[config.mk]
export PLATFORM = sky130hd
export DESIGN_NAME = ssi_sqrt_cell
export DESIGN_NICKNAME = d
export VERILOG_FILES = /design/src/hdl/ssi_pkg.sv /design/src/hdl/ssi_sqrt_cell.sv
export SDC_FILE = /design/constraint.sdc
export NUM_CORES = 1
export LEC_CHECK = 0
export BUFFER_PORTS_ARGS = -buffer_cell sky130_fd_sc_hd__buf_4
export CELL_PAD_IN_SITES_DETAIL_PLACEMENT = 0
export CELL_PAD_IN_SITES_GLOBAL_PLACEMENT = 1
export CORE_AREA = 5 5 252 254
export DETAILED_ROUTE_END_ITERATION = 8
export DIE_AREA = 0 0 257 259
export PLACE_DENSITY = 0.57
export SLEW_MARGIN = 5
export SYNTH_ARGS = -nofsm -noshare
export SYNTH_HDL_FRONTEND = slang
export SYNTH_SLANG_ARGS = --single-unit
[constraint.sdc]
create_clock -name aclk -period 8.2 [get_ports aclk]
set_input_delay 0.41 -clock aclk [delete_from_list [all_inputs] [get_ports aclk]]
set_output_delay 0.41 -clock aclk [all_outputs]
set_load 0.05 [all_outputs]
[src/hdl/ssi_pkg.sv]
`timescale 1ns / 1ps
// ----------------------------------------------------------------------------
// ssi_pkg
// shared widths, constants and pipeline item types of the step interpolator
// ----------------------------------------------------------------------------
package ssi_pkg;

    localparam int POS_W      = 24;               // position field width
    localparam int STEP_W     = 20;               // step register width
    localparam int DEL_W      = POS_W + 1;        // difference / magnitude width
    localparam int SQ_W       = 2 * DEL_W;        // sum of squares width
    localparam int ROOT_W     = DEL_W;            // floor square root width
    localparam int REM_W      = ROOT_W + 3;       // square root remainder width
    localparam int PROD_W     = DEL_W + STEP_W;   // magnitude times step
    localparam int QUO_W      = DEL_W;            // quotient never exceeds magnitude
    localparam int NAXIS      = 3;
    localparam int DATA_IN_W  = 6 * POS_W;
    localparam int DATA_OUT_W = 3 * POS_W;

    localparam logic [STEP_W-1:0] STEP_RESET = STEP_W'(51);

    // context carried alongside every item
    typedef struct packed {
        logic [NAXIS-1:0][POS_W-1:0] cur;
        logic [NAXIS-1:0][POS_W-1:0] tgt;
        logic [NAXIS-1:0]            neg;
        logic [NAXIS-1:0][DEL_W-1:0] mag;
    } ctx_t;

    // item moving through the square root cells
    typedef struct packed {
        logic              valid;
        logic [SQ_W-1:0]   rad;
        logic [REM_W-1:0]  rem;
        logic [ROOT_W-1:0] root;
        ctx_t              ctx;
    } sq_t;

    // item moving through the divider cells, three lanes share one divisor
    typedef struct packed {
        logic                        valid;
        logic                        reached;
        logic [ROOT_W-1:0]           den;
        logic [NAXIS-1:0][ROOT_W-1:0] rem;
        logic [NAXIS-1:0][QUO_W-1:0] nlo;
        logic [NAXIS-1:0][QUO_W-1:0] quo;
        ctx_t                        ctx;
    } dv_t;

endpackage

[src/hdl/ssi_sqrt_cell.sv]
`timescale 1ns / 1ps
// ----------------------------------------------------------------------------
// ssi_sqrt_cell
// one digit step of a restoring square root, registered
// ----------------------------------------------------------------------------
module ssi_sqrt_cell (
    input  logic          aclk,
    input  logic          aresetn,
    input  logic          en,
    input  ssi_pkg::sq_t  din,
    output ssi_pkg::sq_t  dout
);

    ssi_pkg::sq_t dout_reg;
    ssi_pkg::sq_t dout_next;

    logic [ssi_pkg::REM_W-1:0] rem_sh;
    logic [ssi_pkg::REM_W-1:0] trial;

    // bring down two radicand bits and try the next root bit
    always_comb begin
        rem_sh    = {din.rem[ssi_pkg::REM_W-3:0], din.rad[ssi_pkg::SQ_W-1 -: 2]};
        trial     = ssi_pkg::REM_W'({din.root, 2'b01});
        dout_next = din;
        dout_next.rad = {din.rad[ssi_pkg::SQ_W-3:0], 2'b00};
        if (rem_sh >= trial) begin
            dout_next.rem  = rem_sh - trial;
            dout_next.root = {din.root[ssi_pkg::ROOT_W-2:0], 1'b1};
        end else begin
            dout_next.rem  = rem_sh;
            dout_next.root = {din.root[ssi_pkg::ROOT_W-2:0], 1'b0};
        end
    end

    always_ff @(posedge aclk) begin
        if (!aresetn) begin
            dout_reg.valid <= 1'b0;
        end else if (en) begin
            dout_reg <= dout_next;
        end
    end

    assign dout = dout_reg;

endmodule

Word-level counts from Yosys, hierarchy flattened. Index checks and enable logic that the tools add are counted.

Logic and storage cells: 18. Input bits: 329. Output and inout bits: 326. Register bits after elaboration: 324.

Add/sub/neg operators: 1. Muxes and demuxes: 1. $lt $le $gt $ge: 1. Reductions and logical operators: 1.

Operators by type and width (count): $mux 53 (1); $ge 28x27->1 (1); $sub 28x27->28 (1); $reduce_and 2->1 (1).

Logic depth before layout (Yosys ltp). Gate-level depths: netlist of the first run.

Depth in word-level cells: 2. Mapped depth: 11. Mapped depth without buffers: 9.

Least setup slack after synthesis of the first run. OpenSTA, ideal clock, no wires.

Kind: input to register. From: input en. To: register dout_reg (netlist bit dout[0]), enable pin. Path slack: -214 ps. Library setup time: 725 ps. Path buffers: 0. Arrival time: 7689 ps. Stages: 1. Cells stage by stage: and2_1.

Longest elaborated chain between the ends: 1.

RTL lines: start: declaration (RTL line ssi_sqrt_cell.sv:9) `input logic en,`; $reduce_and 2->1 (no source line); end signal: assignment (RTL line ssi_sqrt_cell.sv:39) `dout_reg <= dout_next;`; end: declaration (RTL line ssi_sqrt_cell.sv:14) `ssi_pkg::sq_t dout_reg;`.

Every way passes these cells. A chain may end at the register's enable or synchronous reset.

==> results of run 1 <==
[where the power goes]
part	internal, µW	switching, µW	leakage, µW
clock	936	725	0.000595
sequential	1960	35.9	0.00304
combinational	359	673	0.00475
total	3260	1430	0.00838
[final timing paths]
kind	depth (start not counted)	from	end
worst max-delay path	10	din[241]	dout[263]
worst min-delay path	1	din[108]	dout[108]
worst max register to register	2	dout[325]	dout[325]
worst min register to register	2	dout[325]	dout[325]
[cell usage after synthesis, drive strengths merged, types with 3 or more instances]
master	instances
o211ai	9
nand2b	3
nand2	35
or3	4
a211oi	4
a21o	3
a21oi	38
and2	4
edfxtp	323
buf	10
o31ai	9
ha	27
nand3	11
inv	33
a21boi	3
nor2	23
nor2b	5
o41ai	3
nand4	3
o21a	10
xor2	3
mux2	10
xnor2	11
nor3	19
o21ai	28
[repair_timing]
action,CTS,global route
endpoints found under the hold margin,161,0
endpoints found under the setup margin,0,0
hold buffers,161,0
resized for setup,0,0
[per-stage QoR]
step           setup WS, ns  hold WS (ns)  area [µm²]
6_report               5.32        0.0467       20600
5_1_grt                5.24       0.00389       20600
4_1_cts                5.33    0.00000344       20600
3_5_place_dp           4.73         0.527       17800
3_3_place_gp           4.70         0.511       17800
2_1_floorplan          3.38         0.509       12000
[per-layer routing]
| metal | share of wire | up-vias | track usage |
|---|---|---|---|
| met2 | 0.53 | 390 | 0.276 |
| met3 | 0.085 | 88 | 0.0596 |
| met5 | 0.0017 | - | 0 |
| met4 | 0.035 | 14 | 0.0544 |
| li1 | - | 4289 | - |
| met1 | 0.35 | 4572 | 0.160 |
[cell type report]
cell class,count,area (µm²),area share
Antenna cell,7,17.5,0.000849
Sequential cell,324,9720,0.471
Clock buffer,46,1020,0.0496
Inverter,33,124,0.00600
Tap cell,790,988,0.0479
Clock inverter,25,185,0.00897
Multi-Input combinational cell,295,2050,0.0994
Timing Repair Buffer,814,6530,0.316
[cell families (layout without fill, tap and decap cells)]
group,after synthesis,in the layout,share of synthesized area
muxes,12,12,0.0114
buffers and inverters,44,918,0.0187
AOI/OAI and AO/OA,124,124,0.0710
DFF,324,324,0.811
adders and majority gates,27,27,0.0282
xor gates and xnor gates,14,14,0.0102
and+or+nand+nor,116,116,0.0496
other,1,9,0.000313
==> results.yml, run 1 <==
place:
  place_inst: 2095
  hpwlAfterDp_um: 42300
  portBuffers: 650
  gp_congestion: 0.822
cells_and_area:
  nFillCells: 6031
  drive_gt1_frac: 0.481
  stdcell_count: 2334
  largest_reg_flops: 324
  final_nets: 1864
  post-route-util: 0.338
  mostFrequentLayoutCells: "buf_4, edfxtp_1, dlygate4sd3_1"
  layout_commonest_cell: "buf_4"
  syn2layout_area_growth_pct: 72.1
setup_path:
  crit_buf_inv: 3
  crit_fanout: 17
  worstSetupPathType: "in2reg"
  crit_chain: "buf_4 > inv_1 > ha_1 > a21oi_1 > o21ai_0 > a311oi_2 > o221ai_4 > nor2_4 > inv_2 > mux2_4"
  arrival_ns: 3.17
  required_ns: 8.49
  slowest_delay_ns: 0.42
  r2r_setup_slack_ns: 7.60
  crit_path_end_kind: "flop"
  crit_family: "compound AO/OA/AOI/OAI gates"
  start_kind: "input port"
  crit_path_top_delay_cell: "ha_1"
timing:
  finalSetupViolations: 0
  fmax_mhz: 348
  finalMaxSlewViolations: 0
  max_slew.worst_pin.slew_ns: 1.13
  rsz0062_at_grt: "false"
  final.period_utilization: 0.351
  tns_ns: 0
  fin_crit_ns: 2.88
  hold_viol: 0
  max-slew-margin-rel: 0.248
  fin_skew_ns: 0
synthesis:
  synth_top_cell_area_share: 0.809
  synthFlopType: "edfxtp_1"
  syn_inst: 662
  yosys_register_bits: 324
  synth_area_um2: 12000
  synth_area_leaders: "edfxtp_1, ha_1, a21oi_1"
  synthDistinctLibCells: 61
  ys.warnings.count: 0
  synthArstFlopShare: 0
  yosysSeqAreaShare: 0.811
  synth.avg_cell_area_um2: 18.1
  synth.largest_area_cell: "edfxtp_1"
  synth_edf_count: 323
power:
  totalPowerFinal_uw: 4690
  ir_drop_v: 0.000111
  p_per_area_nw_per_um2: 227
  leakage_uw: 0.00838
detailed_routing:
  drt_iter0_drc: 475
  drt-pass1-iter-count: 5
  routed_wl_um: 53900
  vias: 9353
  routedWlPerCell_um: 23.1
  ant_nets: 0
  viasPerCell: 4.01
  drc: 0
clocking:
  clk_pin_slew_ns: 0.06
  clk_path_buf_depth: 3
  numCtsBuffers: 40
  cts_root_buf: "clkbuf_16"
  cts_tree: "built"
  post_cts.repair.setup_buffers: 0
  cts_max_level: 2
  insertion_delay_ns: 0.54
  clock-sinks: 324
global_route:
  grt_pass1_vias: 9772
  grt_overflow: 0
  grt_pass1_wl_um: 73500
  grt_max_degree: 172
  antenna_found_initial: 15
  grt_usage: 0.152
floorplan:
  die_w_um: 257
  die_y_um: 259
  core_um2: 61000
  fp-row-count: 91
  start_util: 0.196
  fp.dieArea_um2: 66600
  io-pin-count: 655
job:
  maxCapViolCount: 0
outcome:
  outcome: "completed"
hold_path:
  hp-class: "in2reg"
Note: power is estimated with default switching activity, not from simulation.
==> run 2, diff against run 1 <==
--- a/config.mk
+++ b/config.mk
@@ -8,10 +8,10 @@
 export BUFFER_PORTS_ARGS = -buffer_cell sky130_fd_sc_hd__buf_4
 export CELL_PAD_IN_SITES_DETAIL_PLACEMENT = 0
 export CELL_PAD_IN_SITES_GLOBAL_PLACEMENT = 1
-export CORE_AREA = 5 5 252 254
+export CORE_AREA = 5 5 255 257
 export DETAILED_ROUTE_END_ITERATION = 8
-export DIE_AREA = 0 0 257 259
-export PLACE_DENSITY = 0.57
+export DIE_AREA = 0 0 260 262
+export PLACE_DENSITY = 0.54
 export SLEW_MARGIN = 5
 export SYNTH_ARGS = -nofsm -noshare
 export SYNTH_HDL_FRONTEND = slang
==> constraint.sdc (replaced) <==
create_clock -name aclk -period 3 [get_ports aclk]
set_input_delay 0.15 -clock aclk [delete_from_list [all_inputs] [get_ports aclk]]
set_output_delay 0.15 -clock aclk [all_outputs]
set_load 0.05 [all_outputs]
==> run 2 against run 1 <==
  * First-iteration DRC count rose by 45%
  * Critical path depth did not move
  * Non-clock buffer count rose by 178
  * Final cell count rose by 10%
  * Sequential cell count did not move
  * Register-to-register slack got worse by 5.8 ns
  * Largest cell class unchanged
==> results.yml, run 2 (synthesis gave the netlist of run 1 again) <==
detailed_routing:
  vias: 10017
  drc: 0
  viasPerCell: 3.89
  drt-pass1-iter-count: 4
  drt_iter0_drc: 691
  routedWlPerCell_um: 22.3
  ant_nets: 0
  routed_wl_um: 57300
floorplan:
  core_um2: 62500
  fp.dieArea_um2: 68100
  fp-row-count: 92
  io-pin-count: 655
  start_util: 0.192
  die_y_um: 262
  die_w_um: 260
setup_path:
  crit_fanout: 6
  crit_chain: "dlygate4sd3_1 > buf_4 > inv_1 > ha_1 > a21oi_1 > o21ai_0 > nor3_1 > a2111oi_4 > o21ai_0 > mux2_2"
  r2r_setup_slack_ns: 1.85
  worstSetupPathType: "in2reg"
  crit_path_top_delay_cell: "dlygate4sd3_1"
  crit_path_end_kind: "flop"
  arrival_ns: 3.16
  start_kind: "input port"
  worst_path_most_repeated_cell: "o21ai_0"
  slowest_delay_ns: 0.66
  crit_buf_inv: 3
  crit_family: "compound AO/OA/AOI/OAI gates"
  required_ns: 3.29
timing:
  finalSetupViolations: 0
  fin_skew_ns: 0
  max-slew-margin-rel: 0.594
  finalMaxSlewViolations: 0
  fin_crit_ns: 2.87
  rsz0062_at_grt: "false"
  hold_viol: 0
  tns_ns: 0
  layout_setup_ws_ns: 0.133
  final.period_utilization: 0.956
  max_slew.worst_pin.slew_ns: 0.608
  fmax_mhz: 349
place:
  gp_congestion: 0.819
  portBuffers: 650
  hpwlAfterDp_um: 44500
  pre_cts_ws_ns: 0.227
power:
  leakage_uw: 0.00921
  ir_drop_v: 0.000319
  p_per_area_nw_per_um2: 599
  totalPowerFinal_uw: 13600
job:
  maxCapViolCount: 0
clocking:
  clock-sinks: 324
  cts_max_level: 2
  cts_root_buf: "clkbuf_16"
  numCtsBuffers: 42
  cts_tree: "built"
  insertion_delay_ns: 0.55
  clk_path_buf_depth: 3
  clk_pin_slew_ns: 0.05
  post_cts.repair.setup_buffers: 0
hold_path:
  hp-class: "in2reg"
cells_and_area:
  syn2layout_area_growth_pct: 88.8
  layout_commonest_cell: "buf_4"
  drive_gt1_frac: 0.445
  largest_reg_flops: 324
  mostFrequentLayoutCells: "buf_4, edfxtp_1, dlygate4sd3_1"
  final_nets: 2044
global_route:
  grt_pass1_vias: 10628
  antenna_found_initial: 14
  grt_max_degree: 90
  grt_overflow: 0
  grt_usage: 0.155
  grt_pass1_wl_um: 76600
outcome:
  outcome: "completed"
[run 2: cell types whose count changed in the layout (fill, tap and decap cells not counted), moves of 4 or more]
| cell | change |
|---|---|
| buf_4 | +18 |
| clkbuf_1 | +5 |
| clkinvlp_4 | +4 |
| clkinv_1 | -5 |
| dlygate4sd3_1 | +158 |
[run 2: through the flow]
stage / utilization / area, µm² / hold slack [ns] / std cells
CTS: 0.362 / 22600 / 0.000474 / 2566
global placement: 0.289 / 18000 / 0.329 / 2171
global route: 0.362 / 22600 / 0.0229 / 2571
finish: 0.362 / 22600 / 0.0456 / 2573
floorplan: - / 12000 / 0.249 / 663
detailed placement: 0.289 / 18000 / 0.329 / 2171
[run 2: metal layers]
layer / up-vias / GRT usage / wire length [µm]
li1: 4649 / - / -
met1: 4849 / 0.167 / 20600
met2: 407 / 0.287 / 30200
met3: 98 / 0.0431 / 3980
met4: 14 / 0.0646 / 2410
met5: - / 0 / 95
[run 2: repair_timing]
item / in CTS / in global routing
endpoints found under the hold margin: 318 / 0
hold buffers: 319 / 0
gates resized for setup: 0 / 1
setup endpoints to repair: 0 / 7
[run 2: worst register-to-register path, cell delays in order, from the launching register on]
cell and delay [ns]:
dfxtp_1 0.31, mux2i_1 0.12, nor2b_1 0.06, dlygate4sd3_1 0.55
[run 2: path summary, 6_finish.rpt]
path,from,endpoint,depth (start not counted)
worst min register to register,dout[325],dout[325],3
worst max-delay path,din[234],dout[274],10
worst max register to register,dout[325],dout[325],3
worst min-delay path,din[257],dout[259],3
[run 2: area by class of cell]
type	instances	area, µm²
clock buffers	54	1120
well taps	846	1060
flip-flops and latches	324	9720
clock inverters	22	262
repair buffers	992	8280
multi-input cells	295	2050
fillers	6058	39900
diodes	7	17.5
inverters	33	124
[run 2: where the power goes]
group | switching, µW | internal (µW)
registers | 97.3 | 5360
clock network | 2040 | 3010
logic | 1910 | 1140
total | 4050 | 9510
==> run 3, diff against run 2 <==
--- a/config.mk
+++ b/config.mk
@@ -11,6 +11,7 @@
 export CORE_AREA = 5 5 255 257
 export DETAILED_ROUTE_END_ITERATION = 8
 export DIE_AREA = 0 0 260 262
+export MAX_ROUTING_LAYER = met4
 export PLACE_DENSITY = 0.54
 export SLEW_MARGIN = 5
 export SYNTH_ARGS = -nofsm -noshare
==> run 3 against run 2 <==
  * Clock skew stayed put
  * Largest power group unchanged
  * Setup slack is essentially flat
  * Power is essentially flat
  * Design area about the same
  * Sequential cell count stayed put
  * Utilization hardly changed
  * Die area did not move
  * Clock-buffer cell count unchanged
  * Critical path depth unchanged
  * Wire length about the same
  * Clock power hardly changed
  * First-iteration DRC count fell by 4.9%
==> results.yml, run 3 (synthesis gave the netlist of run 1 again) <==
timing:
  fmax_mhz: 349
  fin_crit_ns: 2.87
  max_slew.worst_pin.slew_ns: 0.608
  tns_ns: 0
  rsz0062_at_grt: "false"
  final.period_utilization: 0.956
  max-slew-margin-rel: 0.592
  hold_viol: 0
  finalSetupViolations: 0
  fin_skew_ns: 0
  finalMaxSlewViolations: 0
hold_path:
  hold_depth: 3
  hp-class: "in2reg"
detailed_routing:
  vias: 10050
  routedWlPerCell_um: 22.2
  drc: 0
  top_layer: "met4"
  wirelength_met1_um: 20800
  viasPerCell: 3.90
  drt_iter0_drc: 657
  routed-wl-met3_um: 3810
  drt-pass1-iter-count: 7
  ant_nets: 0
  routed_wl_um: 57400
  wl_met2_um: 30300
cells_and_area:
  post-route-util: 0.362
  nFillCells: 6057
  regArea_um2: 9720
  drive_gt1_frac: 0.445
  largest_reg_flops: 324
  multi_input_area_um2: 2050
  mostFrequentLayoutCells: "buf_4, edfxtp_1, dlygate4sd3_1"
  final_nets: 2044
  syn2layout_area_growth_pct: 88.9
  layout_commonest_cell: "buf_4"
floorplan:
  fp.dieArea_um2: 68100
  core_um2: 62500
  die_y_um: 262
  die_w_um: 260
  io-pin-count: 655
  fp-row-count: 92
  start_util: 0.192
setup_path:
  crit_buf_inv: 3
  crit_family: "compound AO/OA/AOI/OAI gates"
  required_ns: 3.29
  crit_path_top_delay_cell: "dlygate4sd3_1"
  worst-path-stages: 10
  worst_path_most_repeated_cell: "o21ai_0"
  worstSetupPathType: "in2reg"
  arrival_ns: 3.16
  crit_fanout: 6
  crit_path_end_kind: "flop"
  crit_chain: "dlygate4sd3_1 > buf_4 > inv_1 > ha_1 > a21oi_1 > o21ai_0 > nor3_1 > a2111oi_4 > o21ai_0 > mux2_2"
  reg2reg_depth: 3
  start_kind: "input port"
  slowest_delay_ns: 0.66
outcome:
  outcome: "completed"
power:
  leakage_uw: 0.00921
  ir_drop_v: 0.000320
  p_per_area_nw_per_um2: 599
clocking:
  cts_max_level: 2
  clock-sinks: 324
  clk_path_buf_depth: 3
  clk_pin_slew_ns: 0.05
  cts_root_buf: "clkbuf_16"
  insertion_delay_ns: 0.55
  post_cts.repair.setup_buffers: 0
  cts_tree: "built"
  numCtsBuffers: 42
place:
  portBuffers: 650
  gp_congestion: 0.832
  hpwlAfterDp_um: 44500
global_route:
  grt_overflow: 0
  grt_pass1_vias: 10580
  grt_pass1_wl_um: 76600
  grt_max_degree: 90
  antenna_found_initial: 14
  grt_usage: 0.160
job:
  maxCapViolCount: 0
run 3: cell types whose count changed in the layout (fill, tap and decap cells not counted):
cell     delta
diode_2     +6
run 3: cell type report:
type                    instances  area share
clock buffers                  54      0.0493
clock inverters                22      0.0115
diodes                         13     0.00144
flip-flops and latches        324       0.429
inverters                      33     0.00547
multi-input cells             295      0.0906
repair buffers                992       0.366
well taps                     846      0.0467
run 3: power breakdown:
part	switching [µW]	total [µW]	internal, µW	leakage (µW)
Sequential	96.8	5460	5360	0.00304
Combinational	1910	3060	1140	0.00552
Clock	2040	5050	3010	0.000654
run 3: path summary, 6_finish.rpt:
kind                                start   endpoint  slack (ns)
worst min-delay path             din[257]  dout[259]        0.05
worst min register to register  dout[325]  dout[325]        1.08
worst max register to register  dout[325]  dout[325]        1.85
worst max-delay path             din[234]  dout[274]        0.13
run 3: tightest hold or removal path, cell delays in order:
cell and delay [ns]:
buf_4 0.10, nor3_1 0.05, a21oi_1 0.15
run 3: layer usage:
metal	global-route usage	vias up
met4	0.0644	0
li1	-	4667
met5	-	-
met2	0.287	407
met1	0.169	4891
met3	0.0410	85
run 3: stage by stage:
| step | area, µm² | power (µW) | instances | setup WS [ns] | hold slack, ns |
|---|---|---|---|---|---|
| global placement | 18000 | 8250 | 2171 | 0.237 | 0.329 |
| floorplan | 12000 | 7120 | 663 | 0.158 | 0.249 |
| global route | 22600 | 14100 | 2579 | 0.0593 | 0.0228 |
| CTS | 22600 | 13800 | 2566 | 0.169 | 0.000474 |
| finish | 22600 | 13600 | 2579 | 0.133 | 0.0460 |
| detailed placement | 18000 | 8250 | 2171 | 0.227 | 0.329 |
run 3: repair_timing:
action | in CTS | in global routing
hold endpoints to repair | 318 | 0
hold buffers | 319 | 0
gates resized for setup | 0 | 1
endpoints found under the setup margin | 0 | 7
