### config.mk
export PLATFORM = sky130hd
export DESIGN_NAME = ssi_div_cell
export DESIGN_NICKNAME = d
export VERILOG_FILES = /design/src/hdl/ssi_pkg.sv /design/src/hdl/ssi_div_cell.sv
export SDC_FILE = /design/constraint.sdc
export NUM_CORES = 1
export LEC_CHECK = 0
export BUFFER_PORTS_ARGS = -buffer_cell sky130_fd_sc_hd__buf_2
export CORE_AREA = 2 2 373 375
export CTS_CLUSTER_DIAMETER = 150
export DETAILED_ROUTE_END_ITERATION = 10
export DIE_AREA = 0 0 375 377
export GPL_TIMING_DRIVEN = 0
export PLACE_DENSITY_LB_ADDON = 0.2
export SETUP_SLACK_MARGIN = 0.1
export SYNTH_ARGS = -nofsm -noshare
export SYNTH_HDL_FRONTEND = slang
export SYNTH_SLANG_ARGS = --single-unit
### constraint.sdc
create_clock -name aclk -period 20.7 [get_ports aclk]
set_input_delay 6.21 -clock aclk [delete_from_list [all_inputs] [get_ports aclk]]
set_output_delay 6.21 -clock aclk [all_outputs]
set_load 0.01 [all_outputs]
### src/hdl/ssi_pkg.sv
`timescale 1ns / 1ps
// ----------------------------------------------------------------------------
// ssi_pkg
// shared widths, constants and pipeline item types of the step interpolator
// ----------------------------------------------------------------------------
package ssi_pkg;

    localparam int POS_W      = 24;               // position field width
    localparam int STEP_W     = 20;               // step register width
    localparam int DEL_W      = POS_W + 1;        // difference / magnitude width
    localparam int SQ_W       = 2 * DEL_W;        // sum of squares width
    localparam int ROOT_W     = DEL_W;            // floor square root width
    localparam int REM_W      = ROOT_W + 3;       // square root remainder width
    localparam int PROD_W     = DEL_W + STEP_W;   // magnitude times step
    localparam int QUO_W      = DEL_W;            // quotient never exceeds magnitude
    localparam int NAXIS      = 3;
    localparam int DATA_IN_W  = 6 * POS_W;
    localparam int DATA_OUT_W = 3 * POS_W;

    localparam logic [STEP_W-1:0] STEP_RESET = STEP_W'(51);

    // context carried alongside every item
    typedef struct packed {
        logic [NAXIS-1:0][POS_W-1:0] cur;
        logic [NAXIS-1:0][POS_W-1:0] tgt;
        logic [NAXIS-1:0]            neg;
        logic [NAXIS-1:0][DEL_W-1:0] mag;
    } ctx_t;

    // item moving through the square root cells
    typedef struct packed {
        logic              valid;
        logic [SQ_W-1:0]   rad;
        logic [REM_W-1:0]  rem;
        logic [ROOT_W-1:0] root;
        ctx_t              ctx;
    } sq_t;

    // item moving through the divider cells, three lanes share one divisor
    typedef struct packed {
        logic                        valid;
        logic                        reached;
        logic [ROOT_W-1:0]           den;
        logic [NAXIS-1:0][ROOT_W-1:0] rem;
        logic [NAXIS-1:0][QUO_W-1:0] nlo;
        logic [NAXIS-1:0][QUO_W-1:0] quo;
        ctx_t                        ctx;
    } dv_t;

endpackage

### src/hdl/ssi_div_cell.sv
`timescale 1ns / 1ps
// ----------------------------------------------------------------------------
// ssi_div_cell
// one quotient bit of three restoring divisions sharing a divisor, registered
// ----------------------------------------------------------------------------
module ssi_div_cell (
    input  logic          aclk,
    input  logic          aresetn,
    input  logic          en,
    input  ssi_pkg::dv_t  din,
    output ssi_pkg::dv_t  dout
);

    ssi_pkg::dv_t dout_reg;
    ssi_pkg::dv_t dout_next;

    logic [ssi_pkg::ROOT_W:0] rem_sh;

    // shift in one dividend bit per lane and subtract where it fits
    always_comb begin
        dout_next = din;
        rem_sh    = '0;
        for (int i = 0; i < ssi_pkg::NAXIS; i++) begin
            rem_sh = {din.rem[i], din.nlo[i][ssi_pkg::QUO_W-1]};
            dout_next.nlo[i] = {din.nlo[i][ssi_pkg::QUO_W-2:0], 1'b0};
            if (rem_sh >= {1'b0, din.den}) begin
                dout_next.rem[i] = ssi_pkg::ROOT_W'(rem_sh - {1'b0, din.den});
                dout_next.quo[i] = {din.quo[i][ssi_pkg::QUO_W-2:0], 1'b1};
            end else begin
                dout_next.rem[i] = rem_sh[ssi_pkg::ROOT_W-1:0];
                dout_next.quo[i] = {din.quo[i][ssi_pkg::QUO_W-2:0], 1'b0};
            end
        end
    end

    always_ff @(posedge aclk) begin
        if (!aresetn) begin
            dout_reg.valid <= 1'b0;
        end else if (en) begin
            dout_reg <= dout_next;
        end
    end

    assign dout = dout_reg;

endmodule

# ---- After elaboration in Yosys (flattened, before gate mapping)
# Cells that the tools add are included.
dict set report op_classes {
  mux 6
  n_addsub 3
  n_reduce_logical 1
  order_cmp 3
}
# cell count
set op_table {}
lappend op_table {{$ge A26 B25 Y1} 3}
lappend op_table {{$mux W25} 3}
lappend op_table {{$sub A25 B25 Y25} 3}
lappend op_table {{$mux W1} 3}
lappend op_table {{$reduce_and A2 Y1} 1}
dict set report word_totals {
  wordCells 35
  out_inout_bits 474
  in_bits 477
  register_bits 471
}

# ---- Longest topological paths before layout
# Gate-level depths: netlist (run 1).
dict set report logic_depth {
  depth_word 2
  ltp_mapped 14
  ltp_nobuf 13
}

# ---- Least setup slack after synthesis (run 1)
# Ideal clock, no wire load.
dict set report synth_path {
  kind {input to register}
  from {input port en}
  to {register dout_reg, in the netlist dout[0], enable pin}
  cell_stages 1
  path_buffers 0
  path_slack_ns 3.042
  t_arrival_ns 16.765
  required_time_ns 19.807
  setup_time_ns 0.893
  cell_sequence {and2_1}
}
dict set report synth_between {
  elab_chain_len 1
}
# element line
set synth_lines {}
lappend synth_lines {{start, declared} ssi_div_cell.sv:9} ;# input logic en,
lappend synth_lines {{$reduce_and A2 Y1 (no line)} --}
lappend synth_lines {{end signal, assigned} ssi_div_cell.sv:40} ;# dout_reg <= dout_next;
lappend synth_lines {{end, declared} ssi_div_cell.sv:14} ;# ssi_pkg::dv_t dout_reg;
# Every way passes these cells.
# A chain may end at the register's enable or synchronous reset.

==> flow_metrics.env, run 1 <==
export IMPL_routedWlPerCell_um=27.86
export IMPL_finalCritPeriodShare_pct=43.25
export IMPL_design_die_area_um2=141400
export IMPL_synth_area_per_cell_um2=15.88
export IMPL_finalCriticalPeriod_ps=8952
export IMPL_routed_via_count=14890
export IMPL_layout_drive_gt1_share_pct=48.37
export IMPL_postSynth_topFlopCell="sky130_fd_sc_hd__edfxtp_1"
export IMPL_synth_yosys_warnings=0
export IMPL_end_kind="flop"
export IMPL_postSynthRegisterBits=471
export IMPL_timing_slew_headroom_pct=48.82
export IMPL_top_cells_by_area_in_the_synthesized_netlist="sky130_fd_sc_hd__edfxtp_1 75%, sky130_fd_sc_hd__ha_1 5.0%, sky130_fd_sc_hd__a21oi_1 2.5%"
export IMPL_multi_input_logic_area_um2=4491
export IMPL_setup_failing_eps_final=0
export IMPL_port_buffer_count=944
export IMPL_power_combinational_fraction_pct=14.7
export IMPL_tightest_slew_ps=762.5
export IMPL_drv_cap=0
export IMPL_path_clk_slew_ps=50
export IMPL_floorplan_rows=136
export IMPL_clockBufferDepth=3
export IMPL_firstDrtPassIters=5
export IMPL_gr_total_overflow=0
export IMPL_design_core_area_um2=137000
export IMPL_timing_critical_path_arrival_ps=9270
export IMPL_flow_area_growth_from_synthesis_pct=50.04
export IMPL_report_final_hold_viol_count=0
export IMPL_outcome="finished, final reports clean"
export IMPL_power_frac_clock_pct=43.1
export IMPL_synth_async_sr_flop_share_pct=0
export IMPL_dieHeight_um=377
export IMPL_final_seq_area_um2=14130
export IMPL_vias_per_cell=3.649
export IMPL_initial_utilization_pct=13.83
export IMPL_vdd_ir_drop_worst_mv=0.04460
export IMPL_worst_hold_slack_ps=524.4
export IMPL_finalPower_uw=2744
export IMPL_tritoncts_num_buffers=66
export IMPL_grt_start_max_net_pins=62
export IMPL_finalNetCount=2771
export IMPL_startpoint_type="input port"
export IMPL_critical_path_cell_chain="buf_2 > inv_1 > fa_1 > a211oi_1 > o21ai_0 > nand4b_1 > a31oi_1 > o31ai_2 > nand2_2 > clkbuf_1 > a21oi_1"
export IMPL_portion_of_the_post_synthesis_area_used_by_sequential_elements_pct=74.61
export IMPL_routed_wirelength_mm=113.6
export IMPL_gp_congestion=0.8162
export IMPL_detailed_place_hpwl_mm=95.87
export IMPL_p_seq_share_pct=42.1
export IMPL_skew_ps=0
export IMPL_r2r_slack_ps=20110
export IMPL_post_synth_num_cell_types=74
export IMPL_path_class="in -> reg"
export IMPL_dp_slack_ps=10950
export IMPL_root_buffer="sky130_fd_sc_hd__clkbuf_16"
export IMPL_post_route_drc_count=0
export IMPL_cts_max_level=3
export IMPL_grt_first_pass_wirelength_mm=142.5
export IMPL_initialDrtViolationCount=916
export IMPL_hold_class="reg -> reg"
export IMPL_chipWidth_um=375
export IMPL_grt_antenna_before_repair=99
export IMPL_pwr_density_cell_nw_per_um2=96.54
export IMPL_synth_edf_count=470
export IMPL_critical_path_maximum_fanout=10
export IMPL_fill_cells=14980
export IMPL_postCtsResizedCells=0
export IMPL_dpl_instance_area_um2=26160
export IMPL_clock_insertion_delay_worst_skew_ps=630
export IMPL_grt_pass1_vias=14420
export IMPL_postRouteAntennaNets=0
export IMPL_yosysTopAreaCell="sky130_fd_sc_hd__edfxtp_1"
export IMPL_clock_tree_from_tritoncts="done"
export IMPL_synth_most_common_cell="sky130_fd_sc_hd__edfxtp_1"
export IMPL_ios=951
export IMPL_path_buf_inv=3
export IMPL_final_max_slew_violation_count=0
export IMPL_unrepaired_setup_endpoints_after_global_routing="false"
export IMPL_syn_cell_area_um2=18940
export IMPL_critPathMaxStageDelay_ps=550
export IMPL_synth_common_cells="470 x sky130_fd_sc_hd__edfxtp_1, 94 x sky130_fd_sc_hd__a21oi_1, 75 x sky130_fd_sc_hd__ha_1"
export IMPL_required_ps=21020
export IMPL_intPower_uw=1978
export IMPL_cts_hold_buf=0
export IMPL_top_family_by_delay_on_critical_path="compound AO/OA/AOI/OAI gates"
export IMPL_grt_usage_pct=15.40
export IMPL_netlist_area_leader_share_pct=74.50
export IMPL_timing_fmax_ghz=0.1117
export IMPL_netlist_instances=1193
export IMPL_cts_sinks=471
export IMPL_total_leakage_power_uw=0.01163
export IMPL_finalWorstSetupSlack_ps=11750
export IMPL_largest_register_ffs=471
export IMPL_cts_setup_buffers=0
export IMPL_cpMaxStageDelayCell="sky130_fd_sc_hd__clkbuf_1"
export IMPL_power_switching_uw=765.7
export IMPL_swShare_pct=27.91
export IMPL_postLayoutCellArea_um2=28420
-- routing by layer --
layer | share of wire (%) | global-route usage [%] | up-vias
met3 | 12 | 8.424 | 214
li1 | - | - | 6672
met4 | 2.9 | 4.610 | 66
met2 | 49 | 26.26 | 734
met5 | 0.37 | 0 | -
met1 | 35 | 16.21 | 7199
-- through the flow --
| stage | cells | TNS, ps | util (%) |
|---|---|---|---|
| final | 4079 | 0 | 20.75 |
| after global routing | 4070 | 0 | 20.73 |
| after CTS | 4064 | 0 | 20.72 |
| after detailed placement | 3942 | 0 | 19.10 |
| after global placement | 3933 | -2065000 | 18.92 |
| after floorplan | 1195 | 0 | - |
-- cells by family (layout without fill, tap and decap cells) --
kind of cell / count (synthesis) / after routing / share of synthesized area [%]
flip-flops: 471 / 471 / 74.61
AO/OA/AOI/OAI: 270 / 270 / 9.161
AND/OR/NAND/NOR: 221 / 221 / 5.449
adder cells (fa/ha/maj): 78 / 78 / 5.271
buffers and inverters: 76 / 1151 / 1.737
XOR/XNOR: 60 / 60 / 2.774
multiplexers: 16 / 16 / 0.9776
other: 1 / 18 / 0.01980
-- layout by cell type, fill, tap and decap left out, drive strengths merged, types with 4 or more instances in the layout --
| master | count |
|---|---|
| a21oi | 96 |
| nand2 | 71 |
| o31ai | 5 |
| nand3 | 15 |
| diode | 15 |
| nor3 | 9 |
| edfxtp | 470 |
| buf | 966 |
| xor2 | 27 |
| o21ai | 58 |
| a31oi | 11 |
| nor2 | 70 |
| o21a | 9 |
| and4 | 5 |
| ha | 75 |
| or3 | 5 |
| a211oi | 7 |
| and3 | 8 |
| mux2 | 14 |
| o211ai | 7 |
| clkbuf | 93 |
| nand4 | 8 |
| a21o | 38 |
| a221oi | 4 |
| clkinv | 32 |
| nand2b | 9 |
| bufinv | 7 |
| xnor2 | 33 |
| o21bai | 8 |
| inv | 50 |
| nor2b | 8 |
-- final cells by class --
type,count,area share (%)
Antenna cell,15,0.1321
Inverter,47,0.6207
Clock inverter,45,1.787
Sequential cell,471,49.73
Timing Repair Buffer,953,17.47
Buffer,29,0.5371
Multi-Input combinational cell,648,15.80
Tap cell,1794,7.897
Clock buffer,77,6.031
-- power groups by stage --
stage	clock [µW]	sequential [µW]	combinational, µW
after floorplan	0	1230	147
after global placement	0	1210	413
after detailed placement	0	1180	416
after CTS	1240	1160	419
after global routing	1270	1160	442
final	1180	1160	405
-- worst paths after layout --
kind	from	end	depth (start not counted)
worst max-delay path	din[448]	dout[401]	11
worst min-delay path	dout[473]	dout[473]	2
worst min register to register	dout[473]	dout[473]	2
worst max register to register	dout[473]	dout[473]	2
-- tightest hold or removal path, stage by stage, from the launching register on --
cell	delay, ps
sky130_fd_sc_hd__dfxtp_1	320
sky130_fd_sc_hd__mux2i_1	60
sky130_fd_sc_hd__nor2b_1	100
(Power assumes the default switching activity.)
==> run 2: changes to the inputs <==
--- a/config.mk
+++ b/config.mk
@@ -5,6 +5,7 @@
 export SDC_FILE = /design/constraint.sdc
 export NUM_CORES = 1
 export LEC_CHECK = 0
+export ABC_AREA = 1
 export BUFFER_PORTS_ARGS = -buffer_cell sky130_fd_sc_hd__buf_2
 export CORE_AREA = 2 2 373 375
 export CTS_CLUSTER_DIAMETER = 150
==> constraint.sdc (replaced) <==
create_clock -name aclk -period 7.6 [get_ports aclk]
set_input_delay 2.28 -clock aclk [delete_from_list [all_inputs] [get_ports aclk]]
set_output_delay 2.28 -clock aclk [all_outputs]
set_load 0.01 [all_outputs]
==> flow_metrics.env, run 2 <==
export IMPL_outcome="finished, final reports clean"
export IMPL_postSynth_topFlopCell="sky130_fd_sc_hd__edfxtp_1"
export IMPL_grt_antenna_before_repair=102
export IMPL_firstDrtPassIters=5
export IMPL_setup_failing_eps_final=0
export IMPL_power_combinational_fraction_pct=16.0
export IMPL_synth_edf_count=470
export IMPL_vias_per_cell=3.754
export IMPL_r2r_slack_ps=6980
export IMPL_gr_total_overflow=0
export IMPL_vdd_ir_drop_worst_mv=0.1383
export IMPL_initialDrtViolationCount=829
export IMPL_swShare_pct=28.79
export IMPL_netlist_area_leader_share_pct=66.04
export IMPL_commonest_cells_after_routing_fill_and_taps_aside="962 x sky130_fd_sc_hd__buf_2, 690 x sky130_fd_sc_hd__nand2_1, 470 x sky130_fd_sc_hd__edfxtp_1"
export IMPL_postRouteAntennaNets=0
export IMPL_grt_start_max_net_pins=42
export IMPL_chipWidth_um=375
export IMPL_final_cells=4854
export IMPL_startpoint_type="input port"
export IMPL_cts_sinks=471
export IMPL_tightest_slew_ps=589.5
export IMPL_layout_cells_most_common="sky130_fd_sc_hd__buf_2"
export IMPL_port_buffer_count=944
export IMPL_finalNetCount=3547
export IMPL_grt_first_pass_wirelength_mm=163.7
export IMPL_cts_max_level=3
export IMPL_unrepaired_setup_endpoints_after_global_routing="false"
export IMPL_synth_most_common_cell="sky130_fd_sc_hd__nand2_1"
export IMPL_path_clk_slew_ps=60
export IMPL_required_ps=7940
export IMPL_routed_via_count=18220
export IMPL_timing_rr_start="dout[473]"
export IMPL_end_kind="flop"
export IMPL_worstSetupStartpoint="din[460]"
export IMPL_largest_family_of_logic_cells_by_synthesized_area="simple AND/OR/NAND/NOR gates"
export IMPL_clock_tree_from_tritoncts="done"
export IMPL_netlist_instances=1963
export IMPL_p_seq_share_pct=41.0
export IMPL_layout_drive_gt1_share_pct=37.30
export IMPL_design_core_area_um2=137000
export IMPL_routed_wirelength_mm=127.5
export IMPL_floorplan_rows=136
export IMPL_report_final_hold_viol_count=0
export IMPL_timing_slew_headroom_pct=60.66
export IMPL_root_buffer="sky130_fd_sc_hd__clkbuf_16"
export IMPL_reg2reg_to="dout[473]"
export IMPL_final_max_slew_violation_count=0
export IMPL_synth_simple_gate_area_share_pct=20.30
export IMPL_clock_insertion_delay_worst_skew_ps=630
export IMPL_grt_pass1_vias=17930
export IMPL_routedWlPerCell_um=26.27
export IMPL_dp_slack_ps=2495
export IMPL_portion_of_the_post_synthesis_area_used_by_sequential_elements_pct=66.14
export IMPL_syn_cell_area_um2=21370
export IMPL_endpoint="dout[397]"
export IMPL_synth_yosys_warnings=0
export IMPL_cts_setup_buffers=0
export IMPL_cts_hold_buf=0
export IMPL_synth_area_mux_share_pct=0
export IMPL_finalPower_uw=7676
export IMPL_post_route_drc_count=0
export IMPL_timing_critical_path_arrival_ps=4700
export IMPL_hold_class="reg -> reg"
export IMPL_synth_common_cells="691 x sky130_fd_sc_hd__nand2_1, 470 x sky130_fd_sc_hd__edfxtp_1, 309 x sky130_fd_sc_hd__inv_1"
export IMPL_critical_path_maximum_fanout=10
export IMPL_gp_congestion=0.8628
export IMPL_largest_register_ffs=471
export IMPL_initial_utilization_pct=15.60
export IMPL_ios=951
export IMPL_finalCritPeriodShare_pct=57.31
export IMPL_top_cells_by_area_in_the_synthesized_netlist="sky130_fd_sc_hd__edfxtp_1 66%, sky130_fd_sc_hd__nand2_1 12%, sky130_fd_sc_hd__inv_1 5.4%"
export IMPL_postCtsResizedCells=0
export IMPL_post_synth_num_cell_types=30
export IMPL_placedCellCount=4717
export IMPL_synth_async_sr_flop_share_pct=0
export IMPL_pwr_density_cell_nw_per_um2=247.8
export IMPL_clockBufferDepth=3
export IMPL_power_frac_clock_pct=43.0
export IMPL_design_die_area_um2=141400
export IMPL_yosysTopAreaCell="sky130_fd_sc_hd__edfxtp_1"
export IMPL_path_class="in -> reg"
export IMPL_adder_cell_share_of_the_synthesized_area_pct=4.672
export IMPL_synth_area_per_cell_um2=10.89
export IMPL_finalCriticalPeriod_ps=4356
export IMPL_power_switching_uw=2210
export IMPL_worst_hold_slack_ps=540.5
export IMPL_synth_xor_area_share_pct=1.475
export IMPL_total_leakage_power_uw=0.01426
export IMPL_intPower_uw=5466
export IMPL_tritoncts_num_buffers=67
export IMPL_synth_compound_gate_area_share_pct=1.060
export IMPL_finalWorstSetupSlack_ps=3244
export IMPL_detailed_place_hpwl_mm=108.2
export IMPL_ff2ff_path_depth=2
export IMPL_flow_area_growth_from_synthesis_pct=44.92
export IMPL_grt_usage_pct=17.41
export IMPL_timing_fmax_ghz=0.2296
export IMPL_drv_cap=0
export IMPL_skew_ps=0
export IMPL_postSynthRegisterBits=471
export IMPL_dieHeight_um=377
## run 2: cell count changes after synthesis, sizes merged, moves of 33 or more
cell and change:
a21oi -63, xnor2 -33, o21ai -57, inv +266
nand3 +56, nand2 +634, nand4 +91, a21o -38
## run 2: layout make-up
| cell class | count | area, µm² |
|---|---|---|
| diodes | 17 | 42.54 |
| repair buffers | 958 | 5012 |
| inverters | 313 | 1179 |
| fillers | 15070 | 106000 |
| flip-flops and latches | 471 | 14130 |
| well taps | 1794 | 2245 |
| multi-input cells | 1154 | 5906 |
| clock buffers | 77 | 1735 |
| clock inverters | 43 | 538.0 |
| plain buffers | 27 | 180.2 |
## run 2: worst min-delay path by stage
| stage | from | to | slack, ps | cells after the start |
|---|---|---|---|---|
| 6_report | dout[473] | dout[473] | 540 | 2 |
| 5_1_grt | dout[473] | dout[473] | 600 | 2 |
| 4_1_cts | dout[473] | dout[473] | 540 | 2 |
| 3_5_place_dp | dout[473] | dout[473] | 530 | 2 |
| 3_3_place_gp | dout[473] | dout[473] | 520 | 2 |
| 2_1_floorplan | dout[473] | dout[473] | 560 | 2 |
## run 2: logic make-up after synthesis
family          count (synthesis)
compound gates                 37
xor+xnor                       36
fa+ha+maj                      78
buf+inv                       340
flops                         471
other cells                     1
simple gates                 1000
## run 2: through the flow
stage	area, µm²	util [%]	setup TNS, ps
after detailed placement	28660	20.92	0
after global placement	28370	20.71	-3357800
after CTS	30930	22.58	0
after global routing	30940	22.59	0
final	30970	22.61	0
after floorplan	21400	-	-1022820
## run 2: metal layers
layer  GRT usage [%]  wire (µm)  up-vias
li1                -          -     8613
met3           7.713      13990      207
met2           29.51      60970      739
met1           19.43      48210     8620
met5               0        259        -
met4           5.736       4091       42
## run 2: power by group through the flow
stage	Sequential (µW)	Combinational [µW]	Clock (µW)
final	3150	1230	3300
after global routing	3160	1360	3520
after CTS	3150	1270	3440
after detailed placement	3200	1260	0
after global placement	3250	1250	0
after floorplan	3330	474	0
## run 2: worst max-delay path, cell delays in order
cell,delay [ps]
sky130_fd_sc_hd__buf_2,110
sky130_fd_sc_hd__inv_1,400
sky130_fd_sc_hd__ha_1,390
sky130_fd_sc_hd__nand2_1,160
sky130_fd_sc_hd__inv_1,70
sky130_fd_sc_hd__nand2_1,70
sky130_fd_sc_hd__nand2_1,60
sky130_fd_sc_hd__nand2_1,60
sky130_fd_sc_hd__nand2_1,120
sky130_fd_sc_hd__a21oi_4,300
sky130_fd_sc_hd__nand3_4,230
sky130_fd_sc_hd__buf_6,220
sky130_fd_sc_hd__nand2_1,60
sky130_fd_sc_hd__nand2_1,140
